File: src/sv/htfd_pkg.sv
// Shared constants, types and the CRC-8 byte update for the frame decoder.
package htfd_pkg;

  localparam logic [7:0] CrcPoly = 8'h31;
  localparam logic [7:0] CrcInit = 8'hFF;

  // Byte positions within a six-byte frame
  localparam logic [2:0] PosTempHi = 3'd0;
  localparam logic [2:0] PosTempLo = 3'd1;
  localparam logic [2:0] PosTempCrc = 3'd2;
  localparam logic [2:0] PosHumHi = 3'd3;
  localparam logic [2:0] PosHumLo = 3'd4;
  localparam logic [2:0] PosHumCrc = 3'd5;

  // Scaling: value = floor(raw * Scale / 65535) - Offset
  localparam int unsigned TempProdW = 31;
  localparam int unsigned HumProdW = 30;
  localparam logic [TempProdW-1:0] TempScale = 31'd17500;
  localparam logic [HumProdW-1:0] HumScale = 30'd10000;
  localparam logic signed [15:0] TempOffset = 16'sd4500;

  typedef struct packed {
    logic [15:0] temp_word;
    logic [15:0] hum_word;
    logic        ok;
  } frame_rec_t;

  typedef struct packed {
    logic [TempProdW-1:0] temp_prod;
    logic [HumProdW-1:0]  hum_prod;
    logic                 ok;
  } prod_rec_t;

  // CRC-8, MSB first, no reflection, no final xor
  function automatic logic [7:0] crc8_byte(input logic [7:0] crc, input logic [7:0] b);
    logic [7:0] c;
    c = crc ^ b;
    for (int i = 0; i < 8; i++) begin
      if (c[7]) begin
        c = {c[6:0], 1'b0} ^ CrcPoly;
      end else begin
        c = {c[6:0], 1'b0};
      end
    end
    return c;
  endfunction

endpackage

File: src/sv/htfd_frame.sv
// Input register, frame position tracking, CRC checking and word capture.
module htfd_frame (
  input  logic                clk_i,
  input  logic                rst_ni,
  input  logic                in_valid_i,
  output logic                in_rdy_o,
  input  logic [7:0]          rx_byte_i,
  input  logic                frame_start_i,
  output logic                rec_vld_o,
  input  logic                rec_rdy_i,
  output htfd_pkg::frame_rec_t rec_o
);

  logic       in_vld_q;
  logic [7:0] in_byte_q;
  logic       in_start_q;

  logic [2:0]  pos_q, pos_d, pos;
  logic [7:0]  crc_q, crc_d;
  logic [15:0] tw_q, tw_d;
  logic [15:0] hw_q, hw_d;
  logic        fok_q, fok_d;

  logic                 rec_vld_q;
  htfd_pkg::frame_rec_t rec_q;

  logic last, consume;

  assign pos  = (in_start_q || (pos_q > htfd_pkg::PosHumCrc)) ? htfd_pkg::PosTempHi : pos_q;
  assign last = (pos == htfd_pkg::PosHumCrc);
  // only the final byte needs room downstream
  assign consume  = in_vld_q && (!last || !rec_vld_q || rec_rdy_i);
  assign in_rdy_o = !in_vld_q || consume;

  always_comb begin
    pos_d = pos_q;
    crc_d = crc_q;
    tw_d  = tw_q;
    hw_d  = hw_q;
    fok_d = fok_q;
    unique case (pos)
      htfd_pkg::PosTempHi: begin
        crc_d = htfd_pkg::crc8_byte(htfd_pkg::CrcInit, in_byte_q);
        tw_d  = {in_byte_q, 8'h00};
        pos_d = htfd_pkg::PosTempLo;
      end
      htfd_pkg::PosTempLo: begin
        crc_d = htfd_pkg::crc8_byte(crc_q, in_byte_q);
        tw_d  = {tw_q[15:8], in_byte_q};
        pos_d = htfd_pkg::PosTempCrc;
      end
      htfd_pkg::PosTempCrc: begin
        fok_d = (crc_q == in_byte_q);
        crc_d = htfd_pkg::CrcInit;
        pos_d = htfd_pkg::PosHumHi;
      end
      htfd_pkg::PosHumHi: begin
        crc_d = htfd_pkg::crc8_byte(htfd_pkg::CrcInit, in_byte_q);
        hw_d  = {in_byte_q, 8'h00};
        pos_d = htfd_pkg::PosHumLo;
      end
      htfd_pkg::PosHumLo: begin
        crc_d = htfd_pkg::crc8_byte(crc_q, in_byte_q);
        hw_d  = {hw_q[15:8], in_byte_q};
        pos_d = htfd_pkg::PosHumCrc;
      end
      default: begin
        crc_d = htfd_pkg::CrcInit;
        fok_d = 1'b0;
        pos_d = htfd_pkg::PosTempHi;
      end
    endcase
  end

  always_ff @(posedge clk_i or negedge rst_ni) begin
    if (!rst_ni) begin
      in_vld_q  <= 1'b0;
      pos_q     <= htfd_pkg::PosTempHi;
      crc_q     <= htfd_pkg::CrcInit;
      fok_q     <= 1'b0;
      rec_vld_q <= 1'b0;
    end else begin
      if (in_rdy_o) begin
        in_vld_q <= in_valid_i;
      end
      if (consume) begin
        pos_q <= pos_d;
        crc_q <= crc_d;
        fok_q <= fok_d;
      end
      if (consume && last) begin
        rec_vld_q <= 1'b1;
      end else if (rec_rdy_i) begin
        rec_vld_q <= 1'b0;
      end
    end
  end

  always_ff @(posedge clk_i) begin
    if (in_rdy_o) begin
      in_byte_q  <= rx_byte_i;
      in_start_q <= frame_start_i;
    end
    if (consume) begin
      tw_q <= tw_d;
      hw_q <= hw_d;
    end
    if (consume && last) begin
      rec_q.temp_word <= tw_q;
      rec_q.hum_word  <= hw_q;
      rec_q.ok        <= fok_q && (crc_q == in_byte_q);
    end
  end

  assign rec_vld_o = rec_vld_q;
  assign rec_o     = rec_q;

endmodule

File: src/sv/htfd_scale.sv
// Two-stage scaling: constant products, then divide by 65535 and offset.
module htfd_scale (
  input  logic                       clk_i,
  input  logic                       rst_ni,
  input  logic                       rec_vld_i,
  output logic                       rec_rdy_o,
  input  htfd_pkg::frame_rec_t       rec_i,
  output logic                       res_vld_o,
  input  logic                       res_stall_i,
  output logic signed [14:0]         temp_o,
  output logic [13:0]                hum_o,
  output logic                       ok_o
);

  logic                mul_vld_q;
  htfd_pkg::prod_rec_t mul_q;
  logic                mul_rdy;

  logic               res_vld_q;
  logic               res_rdy;
  logic signed [14:0] temp_q;
  logic [13:0]        hum_q;
  logic               ok_q;

  logic [31:0]        tsum;
  logic [30:0]        hsum;
  logic [14:0]        tq;
  logic [13:0]        hq;
  logic signed [15:0] tdiff;

  assign res_rdy   = !res_vld_q || !res_stall_i;
  assign mul_rdy   = !mul_vld_q || res_rdy;
  assign rec_rdy_o = mul_rdy;

  // floor(x / 65535) = (x + (x >> 16) + 1) >> 16 while the quotient stays below 2^16
  assign tsum  = 32'(mul_q.temp_prod) + 32'(mul_q.temp_prod[30:16]) + 32'd1;
  assign hsum  = 31'(mul_q.hum_prod) + 31'(mul_q.hum_prod[29:16]) + 31'd1;
  assign tq    = tsum[30:16];
  assign hq    = hsum[29:16];
  assign tdiff = signed'({1'b0, tq}) - htfd_pkg::TempOffset;

  always_ff @(posedge clk_i or negedge rst_ni) begin
    if (!rst_ni) begin
      mul_vld_q <= 1'b0;
      res_vld_q <= 1'b0;
    end else begin
      if (mul_rdy) begin
        mul_vld_q <= rec_vld_i;
      end
      if (res_rdy) begin
        res_vld_q <= mul_vld_q;
      end
    end
  end

  always_ff @(posedge clk_i) begin
    if (mul_rdy && rec_vld_i) begin
      mul_q.temp_prod <= {{(htfd_pkg::TempProdW-16){1'b0}}, rec_i.temp_word}
                         * htfd_pkg::TempScale;
      mul_q.hum_prod  <= {{(htfd_pkg::HumProdW-16){1'b0}}, rec_i.hum_word}
                         * htfd_pkg::HumScale;
      mul_q.ok        <= rec_i.ok;
    end
    if (res_rdy && mul_vld_q) begin
      temp_q <= mul_q.ok ? tdiff[14:0] : 15'sd0;
      hum_q  <= mul_q.ok ? hq : 14'd0;
      ok_q   <= mul_q.ok;
    end
  end

  assign res_vld_o = res_vld_q;
  assign temp_o    = temp_q;
  assign hum_o     = hum_q;
  assign ok_o      = ok_q;

endmodule

File: src/sv/humidity_temp_frame_decoder_top.sv
// Top level of the temperature and humidity readout frame decoder.
// Takes one readout byte per transaction, one transaction per clock when the
// output is not stalled: temperature high, low, CRC, humidity high, low, CRC.
// Each word is checked with CRC-8 (poly 0x31, init 0xFF). After the sixth byte
// a single result transaction carries temperature in hundredths of a degree C
// and humidity in hundredths of a percent; on any CRC mismatch both are zero
// and checks_ok is clear. frame_start on a byte drops any partial frame and
// treats that byte as the first. Throughput is one byte per cycle unless a
// frame's sixth byte waits for room in the frame record. A result passes the
// input, frame record, product and result registers. Every stage holds its
// own transaction, so non-final bytes flow on while a result waits to be taken.
module humidity_temp_frame_decoder_top (
  input  logic               clk_i,
  input  logic               rst_ni,
  input  logic               in_valid_i,
  output logic               in_stall_o,
  input  logic [7:0]         rx_byte_i,
  input  logic               frame_start_i,
  output logic               out_valid_o,
  input  logic               out_stall_i,
  output logic signed [14:0] temperature_centi_c_o,
  output logic [13:0]        humidity_centi_pct_o,
  output logic               checks_ok_o
);

  logic                 in_rdy;
  logic                 rec_vld;
  logic                 rec_rdy;
  htfd_pkg::frame_rec_t rec;

  // Byte stage: CRC, word capture, position counter
  htfd_frame u_frame (
    .clk_i         (clk_i),
    .rst_ni        (rst_ni),
    .in_valid_i    (in_valid_i),
    .in_rdy_o      (in_rdy),
    .rx_byte_i     (rx_byte_i),
    .frame_start_i (frame_start_i),
    .rec_vld_o     (rec_vld),
    .rec_rdy_i     (rec_rdy),
    .rec_o         (rec)
  );

  // Scaling stages: multiply, then divide by 65535 and apply offset
  htfd_scale u_scale (
    .clk_i       (clk_i),
    .rst_ni      (rst_ni),
    .rec_vld_i   (rec_vld),
    .rec_rdy_o   (rec_rdy),
    .rec_i       (rec),
    .res_vld_o   (out_valid_o),
    .res_stall_i (out_stall_i),
    .temp_o      (temperature_centi_c_o),
    .hum_o       (humidity_centi_pct_o),
    .ok_o        (checks_ok_o)
  );

  assign in_stall_o = !in_rdy;

endmodule
File: config.mk
export PLATFORM = sky130hd
export DESIGN_NAME = humidity_temp_frame_decoder_top
export DESIGN_NICKNAME = d
export VERILOG_FILES = /design/src/sv/htfd_pkg.sv /design/src/sv/htfd_frame.sv /design/src/sv/htfd_scale.sv /design/src/sv/humidity_temp_frame_decoder_top.sv
export SDC_FILE = /design/constraint.sdc
export NUM_CORES = 1
export LEC_CHECK = 0
export ABC_AREA = 1
export BUFFER_PORTS_ARGS = -buffer_cell sky130_fd_sc_hd__buf_4
export CORE_ASPECT_RATIO = 0.75
export CORE_UTILIZATION = 40
export CTS_BUF_LIST = sky130_fd_sc_hd__clkbuf_4 sky130_fd_sc_hd__clkbuf_8
export CTS_CLUSTER_SIZE = 30
export DETAILED_ROUTE_END_ITERATION = 10
export PLACE_DENSITY_LB_ADDON = 0.15
export SYNTH_ARGS = -nofsm -noshare
export SYNTH_HDL_FRONTEND = slang
export SYNTH_HIERARCHICAL = 1
export SYNTH_SLANG_ARGS = --single-unit
File: constraint.sdc
create_clock -name clk_i -period 8.3 [get_ports clk_i]
set_input_delay 0 -clock clk_i [delete_from_list [all_inputs] [get_ports clk_i]]
set_output_delay 0 -clock clk_i [all_outputs]
set_load 0.01 [all_outputs]
**Yosys cells after proc, flatten, opt, wreduce, memory -nomap -nowiden**

Index checks and enable logic that the tools add are counted.

- Input port bits: 13
- Word-level logic and storage cells: 165
- Output and inout bits: 32
- Register bits after elaboration: 176
- ROM bits: 0
- Bits in writable memories: 0
- Memories kept: 0
- Bits in latches: 0

- Multiplexer cells: 66
- Equal/unequal tests: 6
- Div/mod/pow operators: 0
- Add/subtract/negate cells: 5
- $mul: 2
- Shifts and indexed selects: 0
- $lt $le $gt $ge: 1
- Bitwise gates (word level): 35
- Reduce and logical (&&, ||, !) cells: 28

Operators by type and width:

| operator | count |
|---|---|
| $mux W8 | 28 |
| $mux W6 | 30 |
| $not A3 Y3 | 30 |
| $pmux W16 S2 | 2 |
| $pmux W8 S4 | 1 |
| $add A31 B1 Y31 const B | 1 |
| $add A31 B15 Y31 | 1 |
| $add A30 B1 Y30 const B | 1 |
| $add A30 B14 Y30 | 1 |
| $mul A16 B13 Y29 const B | 1 |
| $mul A16 B10 Y26 const B | 1 |
| $pmux W3 S5 | 1 |
| $sub A15 B13 Y15 const B | 1 |
| $eq A8 B8 Y1 | 1 |
| $not A8 Y8 | 1 |
| $xor A8 B8 Y8 | 1 |
| $logic_not A1 Y1 | 7 |
| $eq A3 B2 Y1 const B | 2 |
| $eq A3 B3 Y1 const B | 2 |
| $logic_or A1 B1 Y1 | 6 |
| $reduce_and A2 Y1 | 3 |
| $reduce_and A3 Y1 | 2 |
| $reduce_bool A2 Y1 | 3 |
| $logic_and A1 B1 Y1 | 5 |
| 8 further kinds | 11 |

**Longest topological paths before layout**

Gate-level depths: netlist of the first run.

- Depth in word-level cells: 26
- Mapped depth: 25
- Gate-level depth less buffers: 25

**Hierarchy**

Netlist of the first run, hierarchy kept.

Modules (own cells, without submodules):

| module | area each (sq um) | instances | sequential area each (sq um) | cells each |
|---|---|---|---|---|
| htfd_scale | 11158.2 | 1 | 2632.5 | 1345 |
| htfd_frame | 3861.2 | 1 | 2582.5 | 355 |
| humidity_temp_frame_decoder_top | 3.8 | 1 | 0.0 | 1 |

**Least setup slack after synthesis of the first run**

OpenSTA, ideal clock, no wires.

- Kind: register to register
- Start point: reg u_frame.rec_q (netlist bit u_frame/rec_o[28])
- End point: reg u_scale/mul_q[57] (netlist bit), data pin
- Setup time: 0.259 ns
- Path buffers: 0
- Cell stages (with the launch flop): 20
- Data required time: 8.041 ns
- Slack: 3.919 ns
- Period minus slack after synthesis: 4.381 ns
- Data arrival time: 4.122 ns
- Cell sequence: edfxtp_1 > ha_1 > inv_1 > fa_1 > inv_1 > ha_1 > fa_1 > inv_1 > fa_1 > inv_1 > ha_1 > nand2_1 > a21oi_1 > a211oi_1 > o21ai_1 > a21oi_1 > o21bai_1 > nand2_1 > nand2_1 > xor2_1

- Longest elaborated chain between the ends: 1

Ends and longest elaborated chain:

| what | line | text |
|---|---|---|
| from (decl) | htfd_frame.sv:25 | `htfd_pkg::frame_rec_t rec_q;` |
| $mul A16 B13 Y29 | htfd_scale.sv:59 | `* htfd_pkg::TempScale;` |
| to (decl) | htfd_scale.sv:16 | `htfd_pkg::prod_rec_t mul_q;` |

No other way between the ends.
A chain may end at the register's enable or synchronous reset.

**Worst setup path after layout of the first run**

Ends and elaborated chain as after synthesis.

==> impl_metrics.env, run 1 <==
export IMPL_status="completed"
export IMPL_via_count=10900
export IMPL_port_buffers=44
export IMPL_core_region_area_um2=37000
export IMPL_grt_pass1_vias=10500
export IMPL_fmax_mhz=212
export IMPL_cts_resized_gates=0
export IMPL_irDropWorstVdd_uv=117
export IMPL_ios=45
export IMPL_drc=0
export IMPL_cp_max_fo=6
export IMPL_areaGrowthSynthToFinish_pct=9.99
export IMPL_grt_max_degree=57
export IMPL_drv_cap=0
export IMPL_start_util_pct=40.6
export IMPL_antenna_left=0
export IMPL_cts_tree="built"
export IMPL_cts_buffer_depth=2
export IMPL_vias_per_cell=4.74
export IMPL_crit_required_ns=8.54
export IMPL_hold_path_class="primary input to async pin"
export IMPL_drt_iter0_markers=602
export IMPL_core_rowCount=61
export IMPL_ys_async_sr_fraction_pct=9.09
export IMPL_whs_ns=0.0773
export IMPL_synth_edf_count=160
export IMPL_critPathLaunchType="flip-flop"
export IMPL_worstMarginPinSlew_ns=0.842
export IMPL_post_cts_buffers=0
export IMPL_p_leak_nw=8.27
export IMPL_fin_tns_setup_ns=0
export IMPL_syn_area_um2=15000
export IMPL_cts_clk_slew_worst_paths_ns=0.10
export IMPL_drive_gt1_share_pct=10.2
export IMPL_routed_wl_um=32800
export IMPL_die_x_um=226
export IMPL_synthCells=1701
export IMPL_reg2reg_depth=19
export IMPL_finalSetupViolCount=0
export IMPL_worstPathArrival_ns=4.96
export IMPL_routedWlPerCell_um=14.3
export IMPL_post_route_min_period_ns=4.72
export IMPL_worstSetupPathType="flip-flop to flip-flop"
export IMPL_fin_crit_sh_pct=56.8
export IMPL_cts_htree_levels=4
export IMPL_synthDistinctLibCells=50
export IMPL_p_per_area_nw_per_um2=159
export IMPL_clockRootBuffer="clkbuf_8"
export IMPL_firstDrtPassIters=5
export IMPL_final_nets=2056
export IMPL_maxSlewHeadroom_pct=43.9
export IMPL_yosysWarnings=6
export IMPL_routabilityCongestion=0.873
export IMPL_synthesis_nets=1986
export IMPL_skew_ns=0.0178
export IMPL_antennaDiodeCount=0
export IMPL_grt_pass1_wl_um=53900
export IMPL_antenna_found_initial=0
export IMPL_grt_overflow_total=0
export IMPL_cts_sinks=176
export IMPL_syn_avg_cell_area_um2=8.83
export IMPL_rsz0062_at_grt="no"
export IMPL_numCtsBuffers=17
export IMPL_die_height_um=170
export IMPL_track_usage_pct=18.0
export IMPL_synth_seq_cells=176
export IMPL_ys_flop_type="edfxtp_1"
export IMPL_finalHoldViolations=0
export IMPL_finalMaxSlewViolations=0
export IMPL_die_area_um2=38300
export IMPL_seq_area_frac_synth_pct=34.7
export IMPL_worst_setup_path_end_kind="flip-flop"
export IMPL_hpwl_um=26900
export IMPL_clk_latency_ns=0.48
-- through the flow --
| step | std cells | utilization (%) | cell area, µm² | setup slack [ns] | total power, mW |
|---|---|---|---|---|---|
| 3_3_place_gp | 2243 | 43.1 | 16000 | 3.65 | 1.99 |
| 2_1_floorplan | 1701 | - | 15000 | 3.92 | 1.78 |
| 4_1_cts | 2288 | 44.6 | 16500 | 3.57 | 2.66 |
| 6_report | 2288 | 44.6 | 16500 | 3.58 | 2.63 |
| 3_5_place_dp | 2243 | 43.1 | 16000 | 3.57 | 2.00 |
| 5_1_grt | 2288 | 44.6 | 16500 | 3.29 | 2.83 |
-- worst max-delay path, stage by stage, from the launching register on --
cell      delay, ns
edfxtp_1       0.52
ha_1           0.33
inv_1          0.05
fa_1           0.51
inv_1          0.05
ha_1           0.29
fa_1           0.48
inv_1          0.05
fa_1           0.52
inv_1          0.04
ha_1           0.34
nand2_1        0.11
a21oi_1        0.05
a211oi_1       0.25
o21ai_1        0.17
a21oi_1        0.27
o21bai_1       0.15
nand2_1        0.08
nand2_1        0.07
xor2_1         0.14
-- per-layer routing --
layer,routed length [µm],GRT usage (%),up-vias
li1,-,-,5566
met1,17300,26.9,5040
met2,13800,27.5,227
met3,1520,2.99,19
met4,242,3.43,0
met5,0,0,-
-- cell usage in the layout (no fill, tap or decap), types with 4 or more instances in the layout --
cell type,synthesis,routed
edfxtp_1,160,160
nor2_4,5,5
o21ai_1,6,6
o21ai_0,29,29
o21bai_1,10,10
inv_2,16,17
buf_4,2,48
xnor2_1,17,17
nand2_4,7,7
nor3_1,16,16
nand2_2,33,33
fa_1,80,80
a31oi_1,8,8
nor2_2,7,9
dfstp_2,8,8
nand4_1,11,11
clkbuf_8,0,17
dlygate4sd3_1,0,13
dfrtp_1,8,8
xor2_1,42,42
nand3_1,72,72
inv_1,365,364
a21oi_1,84,84
nand2_1,355,355
ha_1,192,192
nand3_2,7,7
nor2_1,113,111
o22ai_1,4,4
-- where the power goes --
part           leakage (nW)  switching, mW  total (mW)  internal (mW)
logic                  6.39          0.559       0.888          0.330
clock network         0.215          0.355       0.638          0.283
registers              1.67         0.0427        1.11           1.06
-- Yosys cell counts, drive strengths merged, types with 13 or more instances --
| cell | n | share of area, % |
|---|---|---|
| edfxtp | 160 | 32 |
| inv | 381 | 9.5 |
| a21oi | 90 | 3.3 |
| nand3 | 79 | 2.9 |
| nand2 | 395 | 11 |
| o21ai | 36 | 1.2 |
| nor2 | 125 | 3.5 |
| nor3 | 17 | 0.60 |
| ha | 192 | 16 |
| xnor2 | 19 | 1.2 |
| nand4 | 13 | 0.62 |
| xor2 | 42 | 2.4 |
| fa | 80 | 11 |
-- flip-flops by register name, summed over array words and instances (netlist names), 3 cells and up --
| name | count |
|---|---|
| u_scale/mul_q | 56 |
| u_frame/rec_o | 33 |
| u_frame/hw_q | 16 |
| u_frame/tw_q | 16 |
| u_scale/temp_o | 15 |
| u_scale/hum_o | 14 |
| u_frame/crc_q | 8 |
| u_frame/in_byte_q | 8 |
| u_frame/pos_q | 3 |
-- cell type report --
| type | count | area, µm² |
|---|---|---|
| Fill cell | 3610 | 20500 |
| Clock inverter | 15 | 199 |
| Timing Repair Buffer | 61 | 490 |
| Sequential cell | 176 | 5220 |
| Tap cell | 504 | 631 |
| Inverter | 383 | 1440 |
| Clock buffer | 17 | 234 |
| Multi-Input combinational cell | 1132 | 8320 |
-- logic make-up after synthesis --
group / synth area share, %
flip-flops: 34.7
AO/OA/AOI/OAI: 6.04
adder cells (fa/ha/maj): 26.7
AND/OR/NAND/NOR: 19.0
buffers and inverters: 9.95
XOR/XNOR: 3.66
-- repair_timing --
| item | CTS | global route |
|---|---|---|
| endpoints found under the hold margin | 29 | 0 |
| hold buffers | 13 | 0 |
| setup endpoints to repair | 0 | 0 |
-- worst paths after layout --
| check | from | to | slack, ns |
|---|---|---|---|
| min reg2reg | u_frame/tw_q[6] | u_frame/rec_o[23] | 0.43 |
| max in group asynchronous | rst_ni | u_frame/fok_q | 7.32 |
| max | u_frame/rec_o[28] | u_scale/mul_q[57] | 3.58 |
| min in group clk_i | rx_byte_i[1] | u_frame/in_byte_q[1] | 0.23 |
| min | rst_ni | u_frame/crc_q[0] | 0.08 |
| max reg2reg | u_frame/rec_o[28] | u_scale/mul_q[57] | 3.58 |
(Power assumes the default switching activity.)
==> run 2, diff against run 1 <==
==> constraint.sdc (replaced) <==
create_clock -name clk_i -period 4.9 [get_ports clk_i]
set_input_delay 0 -clock clk_i [delete_from_list [all_inputs] [get_ports clk_i]]
set_output_delay 0 -clock clk_i [all_outputs]
set_load 0.01 [all_outputs]
==> run 2 against run 1 <==
Against the previous run: clock skew is 0.0061 ns higher; routed wire length is 0.43% lower; non-clock buffer count is 12 higher; first-iteration DRC count is 5.3% higher; power is 69% higher; flip-flop and latch count stayed put; design area is 0.51% higher; critical path type unchanged; largest power group unchanged.
==> impl_metrics.env, run 2 (synthesized netlist as in run 1, its figures left out) <==
export IMPL_status="completed"
export IMPL_areaGrowthSynthToFinish_pct=10.6
export IMPL_drt_iter0_markers=634
export IMPL_grt_max_degree=57
export IMPL_cts_tree="built"
export IMPL_die_area_um2=38300
export IMPL_skew_ns=0.0239
export IMPL_power_mw=4.46
export IMPL_port_buffers=44
export IMPL_grt_overflow_total=0
export IMPL_grt_pass1_vias=10500
export IMPL_reg2reg_depth=23
export IMPL_worstReg2RegStart="u_frame/rec_o[5]"
export IMPL_numCtsBuffers=17
export IMPL_cp_num_cells=23
export IMPL_drv_cap=0
export IMPL_die_height_um=170
export IMPL_cp_cell_sequence="inv_1 > fa_1 > inv_1 > ha_1 > inv_1 > fa_1 > inv_1 > ha_1 > inv_1 > fa_1 > inv_1 > ha_1 > nand2_1 > inv_1 > nand3_1 > nor3_1 > a21oi_2 > o21ai_2 > nand2_1 > nand2_1 > inv_1 > o21bai_1 > xor2_1"
export IMPL_antenna_left=0
export IMPL_hpwl_um=26700
export IMPL_cp_max_fo=4
export IMPL_grt_pass1_wl_um=54100
export IMPL_firstDrtPassIters=5
export IMPL_crit_required_ns=5.13
export IMPL_final_core_util_pct=44.9
export IMPL_cts_buffer_depth=2
export IMPL_cts_sinks=176
export IMPL_finalMaxSlewViolations=0
export IMPL_cp_slowest_stage_delay_ns=0.55
export IMPL_maxSlewHeadroom_pct=49.1
export IMPL_cts_htree_levels=4
export IMPL_startpoint="u_frame/rec_o[5]"
export IMPL_antenna_found_initial=0
export IMPL_die_x_um=226
export IMPL_routabilityCongestion=0.862
export IMPL_critPathLaunchType="flip-flop"
export IMPL_ios=45
export IMPL_worstSetupPathType="flip-flop to flip-flop"
export IMPL_top_register="u_scale/mul_q"
export IMPL_start_util_pct=40.6
export IMPL_cts_clk_slew_worst_paths_ns=0.11
export IMPL_largest_reg_flops=56
export IMPL_slowest_stage="fa_1"
export IMPL_post_route_min_period_ns=4.68
export IMPL_fin_crit_sh_pct=95.5
export IMPL_worst_setup_path_end_kind="flip-flop"
export IMPL_drc=0
export IMPL_vias_per_cell=4.68
export IMPL_drive_gt1_share_pct=10.9
export IMPL_hold_path_class="primary input to async pin"
export IMPL_track_usage_pct=18.1
export IMPL_core_region_area_um2=37000
export IMPL_reg2reg_slack_ns=0.22
export IMPL_routed_wl_um=32600
export IMPL_final_common_cell="inv_1"
export IMPL_worstSetupEndpoint="u_scale/mul_q[28]"
export IMPL_path_buf_inv=8
export IMPL_clk_latency_ns=0.48
export IMPL_finalSetupViolCount=0
export IMPL_final_nets=2068
export IMPL_fmax_mhz=214
export IMPL_crit_top_cell="inv_1"
export IMPL_worstMarginPinSlew_ns=0.764
export IMPL_finalHoldViolations=0
export IMPL_routedWlPerCell_um=14.2
export IMPL_irDropWorstVdd_uv=156
export IMPL_layout_common_cells="364 x inv_1, 355 x nand2_1, 192 x ha_1, 160 x edfxtp_1, 111 x nor2_1"
export IMPL_crit_family="adder cells"
export IMPL_core_rowCount=61
export IMPL_worstPathArrival_ns=4.91
export IMPL_via_count=10800
export IMPL_antennaDiodeCount=0
export IMPL_p_per_area_nw_per_um2=268
export IMPL_rr_endpoint="u_scale/mul_q[28]"
export IMPL_p_leak_nw=8.33
export IMPL_clockRootBuffer="clkbuf_8"
==> run 2: per-layer routing <==
layer | GRT usage (%) | up-vias | wire length, µm | share of wire, %
met3 | 3.14 | 26 | 1120 | 3.4
met1 | 26.8 | 4993 | 17400 | 53
met4 | 4.23 | 0 | 351 | 1.1
met5 | 0 | - | 0 | 0
met2 | 27.4 | 160 | 13700 | 42
li1 | - | 5585 | - | -
==> run 2: where the power goes <==
group	switching (mW)	total, mW	leakage, nW	internal, mW
combinational	0.946	1.51	6.44	0.562
clock	0.581	1.08	0.215	0.495
sequential	0.0722	1.87	1.67	1.80
==> run 2: worst min-delay path by stage <==
stage                             to  slack (ns)
global placement    u_frame/in_vld_q       -0.11
detailed placement  u_frame/in_vld_q       -0.11
finish              u_frame/crc_q[3]        0.05
floorplan              u_frame/fok_q       -0.30
CTS                 u_frame/crc_q[3]       0.001
global route        u_frame/crc_q[3]        0.03
==> run 2: metrics by stage <==
step,area (µm²),setup slack [ns],TNS (ns),std cells,hold WS [ns]
2_1_floorplan,15000,0.519,0,1701,-0.296
3_3_place_gp,16000,0.259,0,2246,-0.113
3_5_place_dp,16000,0.158,0,2246,-0.112
4_1_cts,16500,0.149,0,2291,0.00139
5_1_grt,16600,-0.00508,-0.00508,2300,0.0281
6_report,16600,0.222,0,2300,0.0451
==> run 2: final cells by class <==
class / count / area (µm²)
clock buffer: 19 / 255
clock inverter: 13 / 164
fill: 3617 / 20400
inverter: 383 / 1440
multi-input combinational: 1132 / 8330
sequential: 176 / 5220
tap: 504 / 631
timing repair buffer: 73 / 581
==> run 2: timing repair <==
action,CTS,global route
setup buffers,0,9
resized for setup,0,2
hold endpoints to repair,29,0
setup endpoints to repair,0,5
hold buffers,13,0
==> run 3, diff against run 2 <==
--- a/config.mk
+++ b/config.mk
@@ -7,7 +7,6 @@
 export LEC_CHECK = 0
 export ABC_AREA = 1
 export BUFFER_PORTS_ARGS = -buffer_cell sky130_fd_sc_hd__buf_4
-export CORE_ASPECT_RATIO = 0.75
 export CORE_UTILIZATION = 40
 export CTS_BUF_LIST = sky130_fd_sc_hd__clkbuf_4 sky130_fd_sc_hd__clkbuf_8
 export CTS_CLUSTER_SIZE = 30
==> constraint.sdc (replaced) <==
create_clock -name clk_i -period 4.7 [get_ports clk_i]
set_input_delay 0 -clock clk_i [delete_from_list [all_inputs] [get_ports clk_i]]
set_output_delay 0 -clock clk_i [all_outputs]
set_load 0.01 [all_outputs]
==> run 3 against run 2 <==
Against the previous run: critical endpoint is now u_scale/mul_q[24]; fmax rose by 4.9%; die area hardly changed; worst hold slack better by 0.0050 ns; sequential power up 4%; cell count decreased by 1.0%; sequential share of layout area shrank 0.33 points.
==> impl_metrics.env, run 3 (synthesized netlist as in run 1, its figures left out) <==
export IMPL_status="completed"
export IMPL_routedWlPerCell_um=13.7
export IMPL_drt_iter0_markers=435
export IMPL_ios=45
export IMPL_top_register="u_scale/mul_q"
export IMPL_startpoint="u_frame/rec_o[6]"
export IMPL_firstDrtPassIters=4
export IMPL_die_height_um=196
export IMPL_maxSlewHeadroom_pct=45.3
export IMPL_power_mw=4.66
export IMPL_port_buffers=44
export IMPL_cts_sinks=176
export IMPL_p_leak_nw=8.38
export IMPL_grt_pass1_vias=10900
export IMPL_die_x_um=196
export IMPL_cts_clk_slew_worst_paths_ns=0.11
export IMPL_routabilityCongestion=0.875
export IMPL_drc=0
export IMPL_reg2reg_depth=23
export IMPL_hpwl_um=25600
export IMPL_filler_cell_count=3551
export IMPL_largest_reg_flops=56
export IMPL_seq_area_um2=5220
export IMPL_cts_tree="built"
export IMPL_worstPathArrival_ns=4.71
export IMPL_core_region_area_um2=36800
export IMPL_antenna_left=0
export IMPL_crit_required_ns=4.95
export IMPL_final_nets=2080
export IMPL_drive_gt1_share_pct=12.9
export IMPL_grt_overflow_total=0
export IMPL_reg2reg_slack_ns=0.24
export IMPL_grt_pass1_wl_um=51900
export IMPL_critPathLaunchType="flip-flop"
export IMPL_cts_buffer_depth=2
export IMPL_antenna_found_initial=0
export IMPL_worstReg2RegStart="u_frame/rec_o[6]"
export IMPL_worstSetupPathType="flip-flop to flip-flop"
export IMPL_die_area_um2=38300
export IMPL_hold_path_class="primary input to async pin"
export IMPL_grt_max_degree=34
export IMPL_skew_ns=0.0212
export IMPL_routed_wl_um=31200
export IMPL_via_count=10700
export IMPL_cp_slowest_stage_delay_ns=0.54
export IMPL_fin_crit_sh_pct=94.9
export IMPL_multi_input_area_um2=8450
export IMPL_clockRootBuffer="clkbuf_8"
export IMPL_rsz0062_at_grt="no"
export IMPL_numCtsBuffers=17
export IMPL_layout_common_cells="354 x inv_1, 351 x nand2_1, 184 x ha_1, 160 x edfxtp_1, 111 x nor2_1"
export IMPL_cts_htree_levels=4
export IMPL_worstMarginPinSlew_ns=0.821
export IMPL_cp_max_fo=4
export IMPL_cp_cell_sequence="inv_2 > fa_1 > inv_1 > ha_1 > inv_2 > fa_1 > inv_1 > ha_1 > inv_1 > fa_1 > inv_2 > ha_4 > a21oi_1 > nand2_1 > nand2_1 > nand3_1 > a21oi_2 > o21ai_2 > buf_4 > buf_4 > nand3_1 > nand2_1 > xor2_1"
export IMPL_areaGrowthSynthToFinish_pct=11.7
export IMPL_rr_endpoint="u_scale/mul_q[24]"
export IMPL_finalMaxSlewViolations=0
export IMPL_fin_tns_setup_ns=0
export IMPL_fmax_mhz=224
export IMPL_worst_setup_path_end_kind="flip-flop"
export IMPL_core_rowCount=70
export IMPL_post_route_min_period_ns=4.46
export IMPL_clk_latency_ns=0.50
export IMPL_p_per_area_nw_per_um2=277
export IMPL_finalHoldViolations=0
export IMPL_start_util_pct=40.8
export IMPL_irDropWorstVdd_uv=173
export IMPL_finalSetupViolCount=0
export IMPL_final_core_util_pct=45.6
export IMPL_slowest_stage="fa_1"
export IMPL_antennaDiodeCount=0
export IMPL_final_common_cell="inv_1"
export IMPL_drv_cap=0
export IMPL_track_usage_pct=17.0
export IMPL_vias_per_cell=4.68
==> run 3: cell types whose count changed in the layout (fill, tap and decap cells not counted), moves of 2 or more <==
cell and delta:
nand2_1 -4, clkinv_8 +4, ha_1 -8, inv_2 +9
inv_1 -10, buf_4 +12, clkinv_4 +2, ha_4 +7
nand2_2 +3
==> run 3: final cells by class <==
class                   count  share of cell area [%]
flip-flops and latches    176                    31.1
clock buffers              17                    1.39
inverters                 383                    8.58
repair buffers             85                    4.00
well taps                 468                    3.49
clock inverters            15                    1.15
multi-input cells        1132                    50.3
==> run 3: worst max path at each step <==
stage                        endpoint  slack, ns  cells after the start
floorplan           u_scale/mul_q[57]       0.32                     19
global placement    u_scale/mul_q[30]       0.15                     23
detailed placement  u_scale/mul_q[30]       0.05                     23
CTS                 u_scale/mul_q[30]       0.02                     23
global route        u_scale/mul_q[28]      0.003                     23
finish              u_scale/mul_q[24]       0.24                     23
==> run 3: power breakdown <==
group	switching (mW)	leakage [nW]	internal (mW)
registers	0.0747	1.67	1.88
clock network	0.643	0.214	0.457
logic	0.975	6.50	0.631
==> run 3: metal layers <==
layer,track usage [%],vias up,routed length (µm)
li1,-,5621,-
met1,21.9,4861,15000
met2,29.1,137,14800
met3,2.78,38,785
met4,5.84,0,675
met5,0,-,0
==> run 3: stage by stage <==
stage / instance area, µm² / worst slack (ns) / hold slack, ns / std cells
2_1_floorplan: 15000 / 0.319 / -0.296 / 1701
3_3_place_gp: 16000 / 0.153 / -0.110 / 2217
3_5_place_dp: 16000 / 0.0484 / -0.107 / 2217
4_1_cts: 16500 / 0.0216 / 0.00771 / 2262
5_1_grt: 16800 / 0.00335 / 0.0328 / 2276
6_report: 16800 / 0.240 / 0.0501 / 2276
==> run 3: worst max-delay path: cells and delay by family, from the launching register on <==
kind,cells,cell delay [ns]
AOI/OAI and AO/OA,3,0.45
xor gates and xnor gates,1,0.14
DFF,1,0.41
and+or+nand+nor,5,0.34
buffers and inverters,8,0.56
adders and majority gates,6,2.31
==> run 3: what timing repair did <==
item | 4_1_cts | 5_1_grt
endpoints found under the setup margin | 0 | 12
gates resized for setup | 0 | 29
hold endpoints to repair | 29 | 0
hold buffers | 13 | 0
buffers inserted | 0 | 14
